File: src/spsm_pkg.sv
// Shared constants, codes and types of the slotted page space manager.
package spsm_pkg;

  localparam int PAGE_BYTES       = 4096;
  localparam int MAX_SLOTS        = 32;
  localparam int HEADER_BYTES     = 12;
  localparam int SLOT_ENTRY_BYTES = 8;

  localparam int IDX_W = 5;   // slot number
  localparam int CNT_W = 6;   // slot count, holds MAX_SLOTS itself
  localparam int LEN_W = 13;  // byte offsets and lengths
  localparam int SW    = 18;  // signed width for space arithmetic
  localparam int FREE_MAX = 8191;

  localparam int IN_W  = 24;
  localparam int OUT_W = 72;

  typedef enum logic [2:0] {
    OP_RESET  = 3'd0,
    OP_CREATE = 3'd1,
    OP_INSERT = 3'd2,
    OP_UPDATE = 3'd3,
    OP_REMOVE = 3'd4,
    OP_LOOKUP = 3'd5
  } op_t;

  typedef enum logic [1:0] {
    ST_OK      = 2'd0,
    ST_BADSLOT = 2'd1,
    ST_NOSPACE = 2'd2,
    ST_FULL    = 2'd3
  } status_t;

  typedef enum logic [8:0] {
    S_IDLE     = 9'b000000001,
    S_DEC      = 9'b000000010,
    S_EXEC     = 9'b000000100,
    S_SCAN_RD  = 9'b000001000,
    S_SCAN_CMP = 9'b000010000,
    S_SCAN_END = 9'b000100000,
    S_PLACE    = 9'b001000000,
    S_TRIM     = 9'b010000000,
    S_EMIT     = 9'b100000000
  } state_t;

  typedef struct packed {
    logic [1:0]       status;
    logic             mv;
    logic [IDX_W-1:0] slot;
    logic [LEN_W-1:0] off;
    logic [LEN_W-1:0] size;
    logic [LEN_W-1:0] src;
    logic [LEN_W-1:0] dst;
    logic             last;
  } res_t;

endpackage

File: src/spsm_ram.sv
// Generic single-write, single-read RAM with registered read data.
module spsm_ram #(
  parameter int WIDTH = 8,
  parameter int DEPTH = 32
) (
  input  logic                     clk,
  input  logic                     we,
  input  logic [$clog2(DEPTH)-1:0] waddr,
  input  logic [WIDTH-1:0]         wdata,
  input  logic [$clog2(DEPTH)-1:0] raddr,
  output logic [WIDTH-1:0]         rdata
);

  logic [WIDTH-1:0] mem [DEPTH];

  // Write and read in the same cycle; read returns the old entry
  always_ff @(posedge clk) begin
    if (we) begin
      mem[waddr] <= wdata;
    end
    rdata <= mem[raddr];
  end

endmodule

File: src/slotted_page_space_manager_unit.sv
// Top level: slot directory of one slotted page with compaction sequencer.
//
//  channel | dir | fields
//  s_axis  | in  | tdata: operation, slot_index, record_size
//  m_axis  | out | tdata: status, result_slot, record_offset, result_size,
//          |     |        move_source, move_dest, free_space; tuser: is_move;
//          |     | tlast: last
//
// With a free output, reset page, create and operations rejected at decode pass through
// decode and emit; lookup and in-place update add an execute step, insert with room adds
// execute and place; remove adds execute and a trim step that walks back over the
// trailing empty slots. Compaction reads and compares each slot below slot_count in turn
// for every moved record and for the closing scan, a serial walk over the offset/length RAM.
// Reset clears the kinds and page counters. A stalled output
// holds the sequencer at its next result; the next operation is taken once
// the previous one has handed off its last result.
module slotted_page_space_manager_unit (
  input  logic        clk,
  input  logic        rst,
  input  logic        s_tvalid,
  output logic        s_tready,
  input  logic [23:0] s_tdata,   // operation[2:0], slot_index[7:3], record_size[20:8]
  output logic        m_tvalid,
  input  logic        m_tready,
  output logic [71:0] m_tdata,   // status[1:0], result_slot[6:2], record_offset[19:7],
                                 // result_size[32:20], move_source[45:33],
                                 // move_dest[58:46], free_space[71:59]
  output logic        m_tuser,   // is_move
  output logic        m_tlast    // last
);

  localparam int IW = spsm_pkg::IDX_W;
  localparam int CW = spsm_pkg::CNT_W;
  localparam int LW = spsm_pkg::LEN_W;
  localparam int SW = spsm_pkg::SW;
  localparam int NS = spsm_pkg::MAX_SLOTS;

  spsm_pkg::state_t state, ret;
  logic [2:0]    op;
  logic [IW-1:0] idx;
  logic [LW-1:0] size;
  logic [NS-1:0] kind;
  logic [NS-1:0] done;
  logic [CW-1:0] count;
  logic [LW-1:0] dstart;
  logic [LW-1:0] used;
  logic [LW-1:0] cds;
  logic [IW-1:0] scan_i;
  logic          found;
  logic [IW-1:0] best;
  logic [LW-1:0] best_off;
  logic [LW-1:0] best_len;
  spsm_pkg::res_t res;

  // RAM holds {offset, length} per slot
  logic          ram_we;
  logic [IW-1:0] ram_waddr;
  logic [2*LW-1:0] ram_wdata;
  logic [IW-1:0] ram_raddr;
  logic [2*LW-1:0] ram_rdata;
  logic [LW-1:0] rd_off, rd_len;

  spsm_ram #(.WIDTH(2*LW), .DEPTH(NS)) u_ram (
    .clk(clk), .we(ram_we), .waddr(ram_waddr), .wdata(ram_wdata),
    .raddr(ram_raddr), .rdata(ram_rdata)
  );

  assign rd_off = ram_rdata[2*LW-1:LW];
  assign rd_len = ram_rdata[LW-1:0];

  // Space figures
  logic signed [SW-1:0] free_now, gap_now, size_s;
  logic [LW-1:0] free_clamp;
  logic [LW-1:0] used_drop;
  logic [LW-1:0] cds_new;
  logic          valid_idx;
  logic          upd_shrink;
  logic          need_compact;
  logic          place_fit;

  always_comb begin
    free_now = SW'(spsm_pkg::PAGE_BYTES) - SW'(used) - SW'(spsm_pkg::HEADER_BYTES)
             - (SW'(count) + SW'(1)) * SW'(spsm_pkg::SLOT_ENTRY_BYTES);
    gap_now  = SW'(dstart) - SW'(spsm_pkg::HEADER_BYTES)
             - SW'(count) * SW'(spsm_pkg::SLOT_ENTRY_BYTES);
    size_s   = SW'(size);
    if (free_now < 0) free_clamp = '0;
    else if (free_now > SW'(spsm_pkg::FREE_MAX)) free_clamp = LW'(spsm_pkg::FREE_MAX);
    else free_clamp = free_now[LW-1:0];
    used_drop    = (used >= rd_len) ? used - rd_len : '0;
    cds_new      = (cds >= best_len) ? cds - best_len : '0;
    valid_idx    = {1'b0, idx} < count;
    upd_shrink   = size <= rd_len;
    need_compact = size_s > gap_now;
    place_fit    = !(size_s > gap_now);
  end

  // First empty slot below count
  logic          cr_found;
  logic [IW-1:0] cr_slot;
  always_comb begin
    cr_found = 1'b0;
    cr_slot  = '0;
    for (int i = NS - 1; i >= 0; i--) begin
      if (!kind[i] && (CW'(i) < count)) begin
        cr_found = 1'b1;
        cr_slot  = IW'(i);
      end
    end
  end

  // Steer RAM ports
  always_comb begin
    ram_raddr = (state == spsm_pkg::S_SCAN_RD) ? scan_i : idx;
    ram_we    = 1'b0;
    ram_waddr = idx;
    ram_wdata = {rd_off, size};
    case (state)
      spsm_pkg::S_EXEC: begin
        ram_we = (op == spsm_pkg::OP_UPDATE) && upd_shrink;
      end
      spsm_pkg::S_SCAN_END: begin
        ram_we    = found;
        ram_waddr = best;
        ram_wdata = {cds_new, best_len};
      end
      spsm_pkg::S_PLACE: begin
        ram_we    = place_fit;
        ram_wdata = {dstart - size, size};
      end
      default: ram_we = 1'b0;
    endcase
  end

  function automatic spsm_pkg::res_t mk(input logic [1:0] st, input logic mv,
      input logic [IW-1:0] sl, input logic [LW-1:0] of, input logic [LW-1:0] sz,
      input logic [LW-1:0] sr, input logic [LW-1:0] ds, input logic lt);
    spsm_pkg::res_t r;
    r.status = st; r.mv = mv; r.slot = sl; r.off = of; r.size = sz;
    r.src = sr; r.dst = ds; r.last = lt;
    return r;
  endfunction

  assign s_tready = (state == spsm_pkg::S_IDLE);

  // Sequencer
  always_ff @(posedge clk) begin
    if (rst) begin
      state    <= spsm_pkg::S_IDLE;
      ret      <= spsm_pkg::S_IDLE;
      kind     <= '0;
      done     <= '0;
      count    <= '0;
      dstart   <= LW'(spsm_pkg::PAGE_BYTES);
      used     <= '0;
      found    <= 1'b0;
      m_tvalid <= 1'b0;
    end else begin
      // Drop the output once taken, unless a new result is loaded now
      if (m_tvalid && m_tready && state != spsm_pkg::S_EMIT) m_tvalid <= 1'b0;
      case (state)
        spsm_pkg::S_IDLE: begin
          if (s_tvalid) begin
            op    <= s_tdata[2:0];
            idx   <= s_tdata[7:3];
            size  <= s_tdata[20:8];
            state <= spsm_pkg::S_DEC;
          end
        end
        spsm_pkg::S_DEC: begin
          state <= spsm_pkg::S_EMIT;
          ret   <= spsm_pkg::S_IDLE;
          case (op)
            spsm_pkg::OP_RESET: begin
              kind   <= '0;
              count  <= '0;
              dstart <= LW'(spsm_pkg::PAGE_BYTES);
              used   <= '0;
              res    <= mk(spsm_pkg::ST_OK, 1'b0, '0, '0, '0, '0, '0, 1'b1);
            end
            spsm_pkg::OP_CREATE: begin
              if (cr_found) begin
                res <= mk(spsm_pkg::ST_OK, 1'b0, cr_slot, '0, '0, '0, '0, 1'b1);
              end else if (count >= CW'(NS)) begin
                res <= mk(spsm_pkg::ST_FULL, 1'b0, '0, '0, '0, '0, '0, 1'b1);
              end else begin
                kind[count[IW-1:0]] <= 1'b0;
                count <= count + 1'b1;
                res <= mk(spsm_pkg::ST_OK, 1'b0, count[IW-1:0], '0, '0, '0, '0, 1'b1);
              end
            end
            spsm_pkg::OP_INSERT, spsm_pkg::OP_UPDATE,
            spsm_pkg::OP_REMOVE, spsm_pkg::OP_LOOKUP: begin
              if (!valid_idx || (op != spsm_pkg::OP_INSERT && !kind[idx])) begin
                res <= mk(spsm_pkg::ST_BADSLOT, 1'b0, idx, '0, '0, '0, '0, 1'b1);
              end else begin
                state <= spsm_pkg::S_EXEC;
              end
            end
            default: begin
              res <= mk(spsm_pkg::ST_BADSLOT, 1'b0, '0, '0, '0, '0, '0, 1'b1);
            end
          endcase
        end
        spsm_pkg::S_EXEC: begin
          state <= spsm_pkg::S_EMIT;
          ret   <= spsm_pkg::S_IDLE;
          case (op)
            spsm_pkg::OP_INSERT, spsm_pkg::OP_UPDATE: begin
              if (op == spsm_pkg::OP_UPDATE && upd_shrink) begin
                used <= used - rd_len + size;
                res  <= mk(spsm_pkg::ST_OK, 1'b0, idx, rd_off, size, '0, '0, 1'b1);
              end else if (op == spsm_pkg::OP_UPDATE && (size_s > free_now)) begin
                res <= mk(spsm_pkg::ST_NOSPACE, 1'b0, idx, rd_off, rd_len, '0, '0, 1'b1);
              end else begin
                // Drop the old record, then compact if the gap is short
                if (kind[idx]) begin
                  used      <= used_drop;
                  kind[idx] <= 1'b0;
                end
                if (need_compact) begin
                  done   <= '0;
                  cds    <= LW'(spsm_pkg::PAGE_BYTES);
                  scan_i <= '0;
                  found  <= 1'b0;
                  state  <= spsm_pkg::S_SCAN_RD;
                end else begin
                  state <= spsm_pkg::S_PLACE;
                end
              end
            end
            spsm_pkg::OP_REMOVE: begin
              kind[idx] <= 1'b0;
              used      <= used_drop;
              state     <= spsm_pkg::S_TRIM;
            end
            default: begin
              res <= mk(spsm_pkg::ST_OK, 1'b0, idx, rd_off, rd_len, '0, '0, 1'b1);
            end
          endcase
        end
        spsm_pkg::S_TRIM: begin
          if (count != '0 && !kind[IW'(count - 1'b1)]) begin
            count <= count - 1'b1;
          end else begin
            res   <= mk(spsm_pkg::ST_OK, 1'b0, idx, '0, '0, '0, '0, 1'b1);
            ret   <= spsm_pkg::S_IDLE;
            state <= spsm_pkg::S_EMIT;
          end
        end
        spsm_pkg::S_SCAN_RD: begin
          state <= spsm_pkg::S_SCAN_CMP;
        end
        spsm_pkg::S_SCAN_CMP: begin
          // Keep the highest offset; ties keep the lower slot
          if (kind[scan_i] && !done[scan_i] && (!found || rd_off > best_off)) begin
            found    <= 1'b1;
            best     <= scan_i;
            best_off <= rd_off;
            best_len <= rd_len;
          end
          if (({1'b0, scan_i} + 1'b1) >= count) begin
            state <= spsm_pkg::S_SCAN_END;
          end else begin
            scan_i <= scan_i + 1'b1;
            state  <= spsm_pkg::S_SCAN_RD;
          end
        end
        spsm_pkg::S_SCAN_END: begin
          if (!found) begin
            dstart <= cds;
            state  <= spsm_pkg::S_PLACE;
          end else begin
            done[best] <= 1'b1;
            cds        <= cds_new;
            res    <= mk(spsm_pkg::ST_OK, 1'b1, best, cds_new, best_len,
                         best_off, cds_new, 1'b0);
            scan_i <= '0;
            found  <= 1'b0;
            ret    <= spsm_pkg::S_SCAN_RD;
            state  <= spsm_pkg::S_EMIT;
          end
        end
        spsm_pkg::S_PLACE: begin
          if (place_fit) begin
            kind[idx] <= 1'b1;
            dstart    <= dstart - size;
            used      <= used + size;
            res <= mk(spsm_pkg::ST_OK, 1'b0, idx, dstart - size, size, '0, '0, 1'b1);
          end else begin
            res <= mk(spsm_pkg::ST_NOSPACE, 1'b0, idx, '0, '0, '0, '0, 1'b1);
          end
          ret   <= spsm_pkg::S_IDLE;
          state <= spsm_pkg::S_EMIT;
        end
        spsm_pkg::S_EMIT: begin
          // Hand the staged result to the output register once it is free
          if (!m_tvalid || m_tready) begin
            m_tvalid <= 1'b1;
            m_tdata  <= {free_clamp, res.dst, res.src, res.size, res.off,
                         res.slot, res.status};
            m_tuser  <= res.mv;
            m_tlast  <= res.last;
            state    <= ret;
          end
        end
        default: state <= spsm_pkg::S_IDLE;
      endcase
    end
  end

endmodule

File: config.mk
export PLATFORM = sky130hd
export DESIGN_NAME = slotted_page_space_manager_unit
export DESIGN_NICKNAME = d
export VERILOG_FILES = /design/src/spsm_pkg.sv /design/src/spsm_ram.sv /design/src/slotted_page_space_manager_unit.sv
export SDC_FILE = /design/constraint.sdc
export NUM_CORES = 2
export LEC_CHECK = 0
export ABC_AREA = 1
export BUFFER_PORTS_ARGS = -buffer_cell sky130_fd_sc_hd__buf_2
export CAP_MARGIN = 20
export CORE_ASPECT_RATIO = 1.75
export CORE_MARGIN = 4
export CORE_UTILIZATION = 30
export DETAILED_ROUTE_END_ITERATION = 7
export PLACE_DENSITY = 0.51
export SYNTH_ARGS = -nofsm -noshare
export SYNTH_HDL_FRONTEND = slang
export SYNTH_HIERARCHICAL = 1
export SYNTH_SLANG_ARGS = --single-unit
File: constraint.sdc
create_clock -name clk -period 7.1 [get_ports clk]
set_input_delay 0.355 -clock clk [delete_from_list [all_inputs] [get_ports clk]]
set_output_delay 0.355 -clock clk [all_outputs]
set_load 0.02 [all_outputs]
## Word-level counts from Yosys, hierarchy flattened

Memory sizes are Yosys's and may differ from the RTL's. A register that Yosys moved wholly into a read port is not among the register bits.
Cells that the tools add are included.

| word-level totals | value |
|---|---|
| register bits after elaboration | 321 |
| bits in latches | 0 |
| memory bits (writable) | 832 |
| bits in read-only memories | 0 |
| input port bits | 28 |
| output and inout bits | 76 |
| word-level logic and storage cells | 422 |
| memories kept | 1 |

| cells by class | value |
|---|---|
| $add $sub $neg | 15 |
| multiply operators | 0 |
| div/mod/pow operators | 0 |
| order comparisons | 51 |
| equality and inequality tests | 42 |
| shifts and indexed selects | 0 |
| multiplexer cells | 166 |
| bitwise logic cells | 7 |
| reduce and logical (&&, ||, !) cells | 111 |

Memories:

| name | words | bits a word | read ports | clocked after memory_dff | write ports | RTL line | source |
|---|---|---|---|---|---|---|---|
| u_ram.mem | 32 | 26 | 1 | 1 | 1 | spsm_ram.sv:14 | `logic [WIDTH-1:0] mem [DEPTH];` |

Operators by type and width:

| operator | count |
|---|---|
| $mux W61 | 8 |
| $mux W32 | 11 |
| $pmux W61 S5 | 1 |
| $mux W13 | 16 |
| $mux W5 | 40 |
| $pmux W32 S2 | 3 |
| $pmux W61 S3 | 1 |
| $pmux W61 S2 | 1 |
| $lt A5 B6 Y1 const A | 16 |
| $pmux W32 S3 | 1 |
| $mux W9 | 10 |
| $pmux W9 S9 | 1 |
| $pmux W13 S3 | 2 |
| $and A32 B32 Y32 | 2 |
| $not A32 Y32 | 2 |
| $or A32 B32 Y32 | 2 |
| $pmux W13 S2 | 2 |
| $pmux W26 S2 | 1 |
| $mux W1 | 49 |
| $lt A4 B6 Y1 const A | 8 |
| $logic_and A1 B1 Y1 | 43 |
| $logic_not A1 Y1 | 39 |
| $sub A13 B13 Y13 | 3 |
| $lt A5 B6 Y1 const B | 5 |
| other kinds (70) | 125 |

## Logic depth before layout (Yosys ltp)

| logic depth | value |
|---|---|
| depth after elaboration | 37 |
| depth in mapped cells | 42 |
| mapped depth without buffers | 40 |

## Cells and area by module

Netlist, hierarchy kept.

By module, submodules not included:

| module | instances | cells each | area each (µm²) | sequential area each (µm²) |
|---|---|---|---|---|
| spsm_ram | 1 | 2882 | 34119.0 | 25504.5 |
| slotted_page_space_manager_unit | 1 | 2481 | 20016.7 | 8338.0 |

## Worst setup path before layout

Ideal clock, no wire load.

| timing | value |
|---|---|
| path type | reg-to-reg |
| from | register state[0] |
| to | register m_tdata[0], enable pin |
| setup time | 597 ps |
| data arrival time | 6065 ps |
| required time | 6503 ps |
| path slack | 438 ps |
| cell stages (with the launch flop) | 8 |
| path buffers | 0 |
| clock period less this slack | 6662 ps |
| path through | dfxtp_1 nor2_1 inv_1 nor2_1 inv_1 nor2_1 nand3_1 nor3_1 |

| between the ends | value |
|---|---|
| longest elaborated chain between the ends | 2 |

RTL lines:

| item | RTL line | source |
|---|---|---|
| start, declared | slotted_page_space_manager_unit.sv:38 | `spsm_pkg::state_t state, ret;` |
| start signal, assigned | slotted_page_space_manager_unit.sv:149 | `state <= spsm_pkg::S_IDLE;` |
| start signal, assigned | slotted_page_space_manager_unit.sv:167 | `state <= spsm_pkg::S_DEC;` |
| start signal, assigned | slotted_page_space_manager_unit.sv:171 | `state <= spsm_pkg::S_EMIT;` |
| $eq A9 B9 Y1 | slotted_page_space_manager_unit.sv:161 | `case (state)` |
| $reduce_and A3 Y1 (no source line) | -- |  |
| end signal, assigned | slotted_page_space_manager_unit.sv:300 | `m_tdata <= {free_clamp, res.dst, res.src, res.size, res.off,` |
| end, declared | slotted_page_space_manager_unit.sv:25 | `output logic [71:0] m_tdata,` |

No other way between the ends.
A chain may end at the register's enable or synchronous reset.

## Worst setup path in the final report

| timing | value |
|---|---|
| from | register used[0] |
| to | register kind[9] |

| between the ends | value |
|---|---|
| longest elaborated chain between the ends | 7 |

RTL lines:

| item | RTL line | source |
|---|---|---|
| start, declared | slotted_page_space_manager_unit.sv:46 | `logic [LW-1:0] used;` |
| start signal, assigned | slotted_page_space_manager_unit.sv:211 | `used <= used - rd_len + size;` |
| start signal, assigned | slotted_page_space_manager_unit.sv:218 | `used <= used_drop;` |
| start signal, assigned | slotted_page_space_manager_unit.sv:234 | `used <= used_drop;` |
| $sub A13 B13 Y14 | slotted_page_space_manager_unit.sv:82 | `free_now = SW'(spsm_pkg::PAGE_BYTES) - SW'(used) - SW'(spsm_pkg::HEADER_BYTES)` |
| $sub A14 B5 Y15 | slotted_page_space_manager_unit.sv:82 |  |
| $sub A15 B11 Y16 | slotted_page_space_manager_unit.sv:83 | `- (SW'(count) + SW'(1)) * SW'(spsm_pkg::SLOT_ENTRY_BYTES);` |
| $gt A14 B16 Y1 | slotted_page_space_manager_unit.sv:213 | `end else if (op == spsm_pkg::OP_UPDATE && (size_s > free_now)) begin` |
| $logic_and A1 B1 Y1 | slotted_page_space_manager_unit.sv:213 |  |
| $ne A3 B3 Y1 (no source line) | -- |  |
| $reduce_and A9 Y1 (no source line) | -- |  |
| end signal, assigned by index | slotted_page_space_manager_unit.sv:219 | `kind[idx] <= 1'b0;` |
| end signal, assigned by index | slotted_page_space_manager_unit.sv:233 | `kind[idx] <= 1'b0;` |
| end signal, assigned by index | slotted_page_space_manager_unit.sv:286 | `kind[idx] <= 1'b1;` |
| end, declared | slotted_page_space_manager_unit.sv:42 | `logic [NS-1:0] kind;` |

No other way between the ends.

==> metrics <==
status complete, no violations; clk root buf clkbuf_16; die height 570 um; Cells after Synth 5363; Top FF cell, synth edfxtp_1; Most common cell on crit path nand2_1; unrepaired setup endpoints after global routing false; CTS tree done; Die Area 188000 um^2; Longest Clk Path Bufs 3; Inserted Clock Buffers 108; highest-count cells in the layout ignoring fill and taps 1511 x nand2_1, 1037 x edfxtp_1, 725 x nand3_1; Yosys warning total 6; post-synthesis net count 5550; top cells by area, synth edfxtp_1 58%, nand2_1 10%, nand3_1 6.7%, dfxtp_1 5.0%, ha_1 3.5%; drt pass-1 iters 6; Final Hold Viols 0; Sw Pwr 3.99 mW; Comb power frac 11.0%; met1 global-route usage 20.3%; WL final 182000 um; setup slack after layout 1000 ps; synthesized flop and latch total 1172; Final Skew 83.3 ps; total track usage 19.0%; Initial DRC Count 3241; Clock Latency Late Sink 740 ps; antenna violations before repair 2; fillers 18000; Post-synth EDFFs 1037; Max Slew Vio Count 0; maximum VDD drop 0.201 mV; Vias/cell 5.00; largest net degree at the start of global routing 157; H-tree depth 3; DP HPWL 122000 um; Initial Utilization 30.1%; cell family with most CP delay simple AND/OR/NAND/NOR gates; Final setup viols 0; most common cell after layout, fill and taps aside nand2_1; setup TNS 0 ps; Clock power frac 40.0%; leakage power 23.4 nW; CP peak stage delay 430 ps; register area share after synthesis 62.5%; Die X 329 um; row count 206; min cycle time layout 6100 ps; post-CTS sizing 0; area leader, netlist edfxtp_1; vias in the first global route 39512; internal power 11.6 mW; CORE AREA 180000 um^2; Distinct cells, synth 60; Tcrit/Tclk final 85.9%; Max Fanout on Critical Path 36; CP max stage cell inv_2; total of max-cap violations 0; Pwr per Cell Area 251 nW/um^2; GRT busiest layer met2; CP required 7720 ps; Worst Setup End Kind register; critical path class register to register; PortBufs 100; Clock Sinks 1172; ys async rst share 0%; CP bufs+invs 5; met2 Use GR 34.9%; Hold WC Path Type primary input to register; Rel. slew slack 16.8%; drt drc 0; DR vias 39837; WL per Instance 22.9 um; synthesized area per cell 10.1 um^2; Tot Pwr 15.6 mW; # IOs 104; Antenna Nets Post-Route 0; Worst Tran Pin Value 1240 ps; Setup Buffers After CTS 0; nets@finish 5668; met3 global-route usage 2.28%; startpoint class of the critical path register; first-pass GRT wire length 265000 um; Flop pwr share 49.0%; synth-to-layout area growth 14.7%; top cell type's share of synthesized area 57.5%; clk slew on worst S/H paths 70 ps; mapped cell area 54100 um^2; maximum achievable frequency 0.164 GHz; Remaining Overflow, GRT 0; RD Place Congestion 0.996; share of layout cells above drive strength 1 8.69%; Sw Ratio 25.6%; pre-CTS setup slack 797 ps; crit path DAT 6710 ps
-- tightest hold or removal path: cells and delay by family --
kind / cells / cell delay (ps)
simple gates: 3 / 280
buf+inv: 1 / 80
-- cell families (layout without fill, tap and decap cells) --
family                     count (synthesis)  after routing  share of synthesized area (%)
AOI/OAI and AO/OA                        659            659                           7.15
adders and majority gates                159            159                           3.76
and+or+nand+nor                         2692           2692                           20.8
DFF                                     1172           1172                           62.5
other                                      0              1                              0
xor gates and xnor gates                  68             68                           1.10
buffers and inverters                    613            822                           4.71
-- flip-flops by register name, indices dropped and copies added (netlist names) --
signal / cells
m_tlast: 1
done: 32
m_tdata: 72
m_tuser: 1
best: 5
res: 61
u_ram/rdata: 26
best_off: 13
state: 9
op: 3
size: 13
used: 13
m_tvalid: 1
dstart: 13
scan_i: 5
idx: 5
u_ram/mem: 832
cds: 13
found: 1
best_len: 13
count: 6
kind: 32
ret: 2
-- synth_stat cells (44+ instances only) --
cell type	instances
o21ai_0	193
inv_1	339
dfxtp_1	135
nor2_1	361
nand3_1	725
nor3_1	45
nand2_1	1512
a31oi_1	45
a211oi_1	44
xor2_1	46
ha_1	153
buf_2	99
clkbuf_1	108
a21oi_1	237
edfxtp_1	1037
-- worst paths after layout --
| check | start | depth (start not counted) | slack, ps | endpoint |
|---|---|---|---|---|
| worst max-delay path | used[0] | 35 | 1000 | kind[9] |
| worst max register to register | used[0] | 35 | 1000 | kind[9] |
| worst min register to register | res[33] | 0 | 410 | m_tdata[26] |
| worst min-delay path | m_tready | 4 | 60 | m_tvalid |
-- cell type report --
class	instances	area, um^2	area share, %
Sequential cell	1172	33800	54.5
Multi-Input combinational cell	3578	18200	29.2
Tap cell	2392	2990	4.82
Clock buffer	136	2840	4.57
Timing Repair Buffer	265	2020	3.26
Inverter	356	1350	2.18
Clock inverter	65	893	1.44
Antenna cell	1	2.50	0.00403
-- power by group through the flow --
stage	clock [mW]	sequential, mW	combinational [mW]
3_5_place_dp	0	7.78	1.69
5_1_grt	6.61	7.63	1.91
6_report	6.23	7.63	1.71
3_3_place_gp	0	7.78	1.68
2_1_floorplan	0	7.76	1.11
4_1_cts	6.40	7.63	1.71
-- routing by layer --
layer  vias up  wire (um)
met3       482       7330
met4         0      14100
met1     19381      66300
li1      18844          -
met5         -          0
met2      1130      94700
-- stage by stage --
stage | area [um^2] | std cells | hold WS [ps] | util (%)
after floorplan | 54100 | 5363 | 400 | -
after global placement | 58000 | 7733 | 405 | 32.3
after detailed placement | 58100 | 7737 | 405 | 32.3
after CTS | 62000 | 7960 | 1.73 | 34.5
after global routing | 62100 | 7965 | 54.8 | 34.6
final | 62100 | 7965 | 56.3 | 34.6
-- repair_timing --
action,4_1_cts,5_1_grt
endpoints found under the hold margin,22,0
setup endpoints to repair,0,0
hold buffers,22,0
Power figures use the tool's default switching activity.
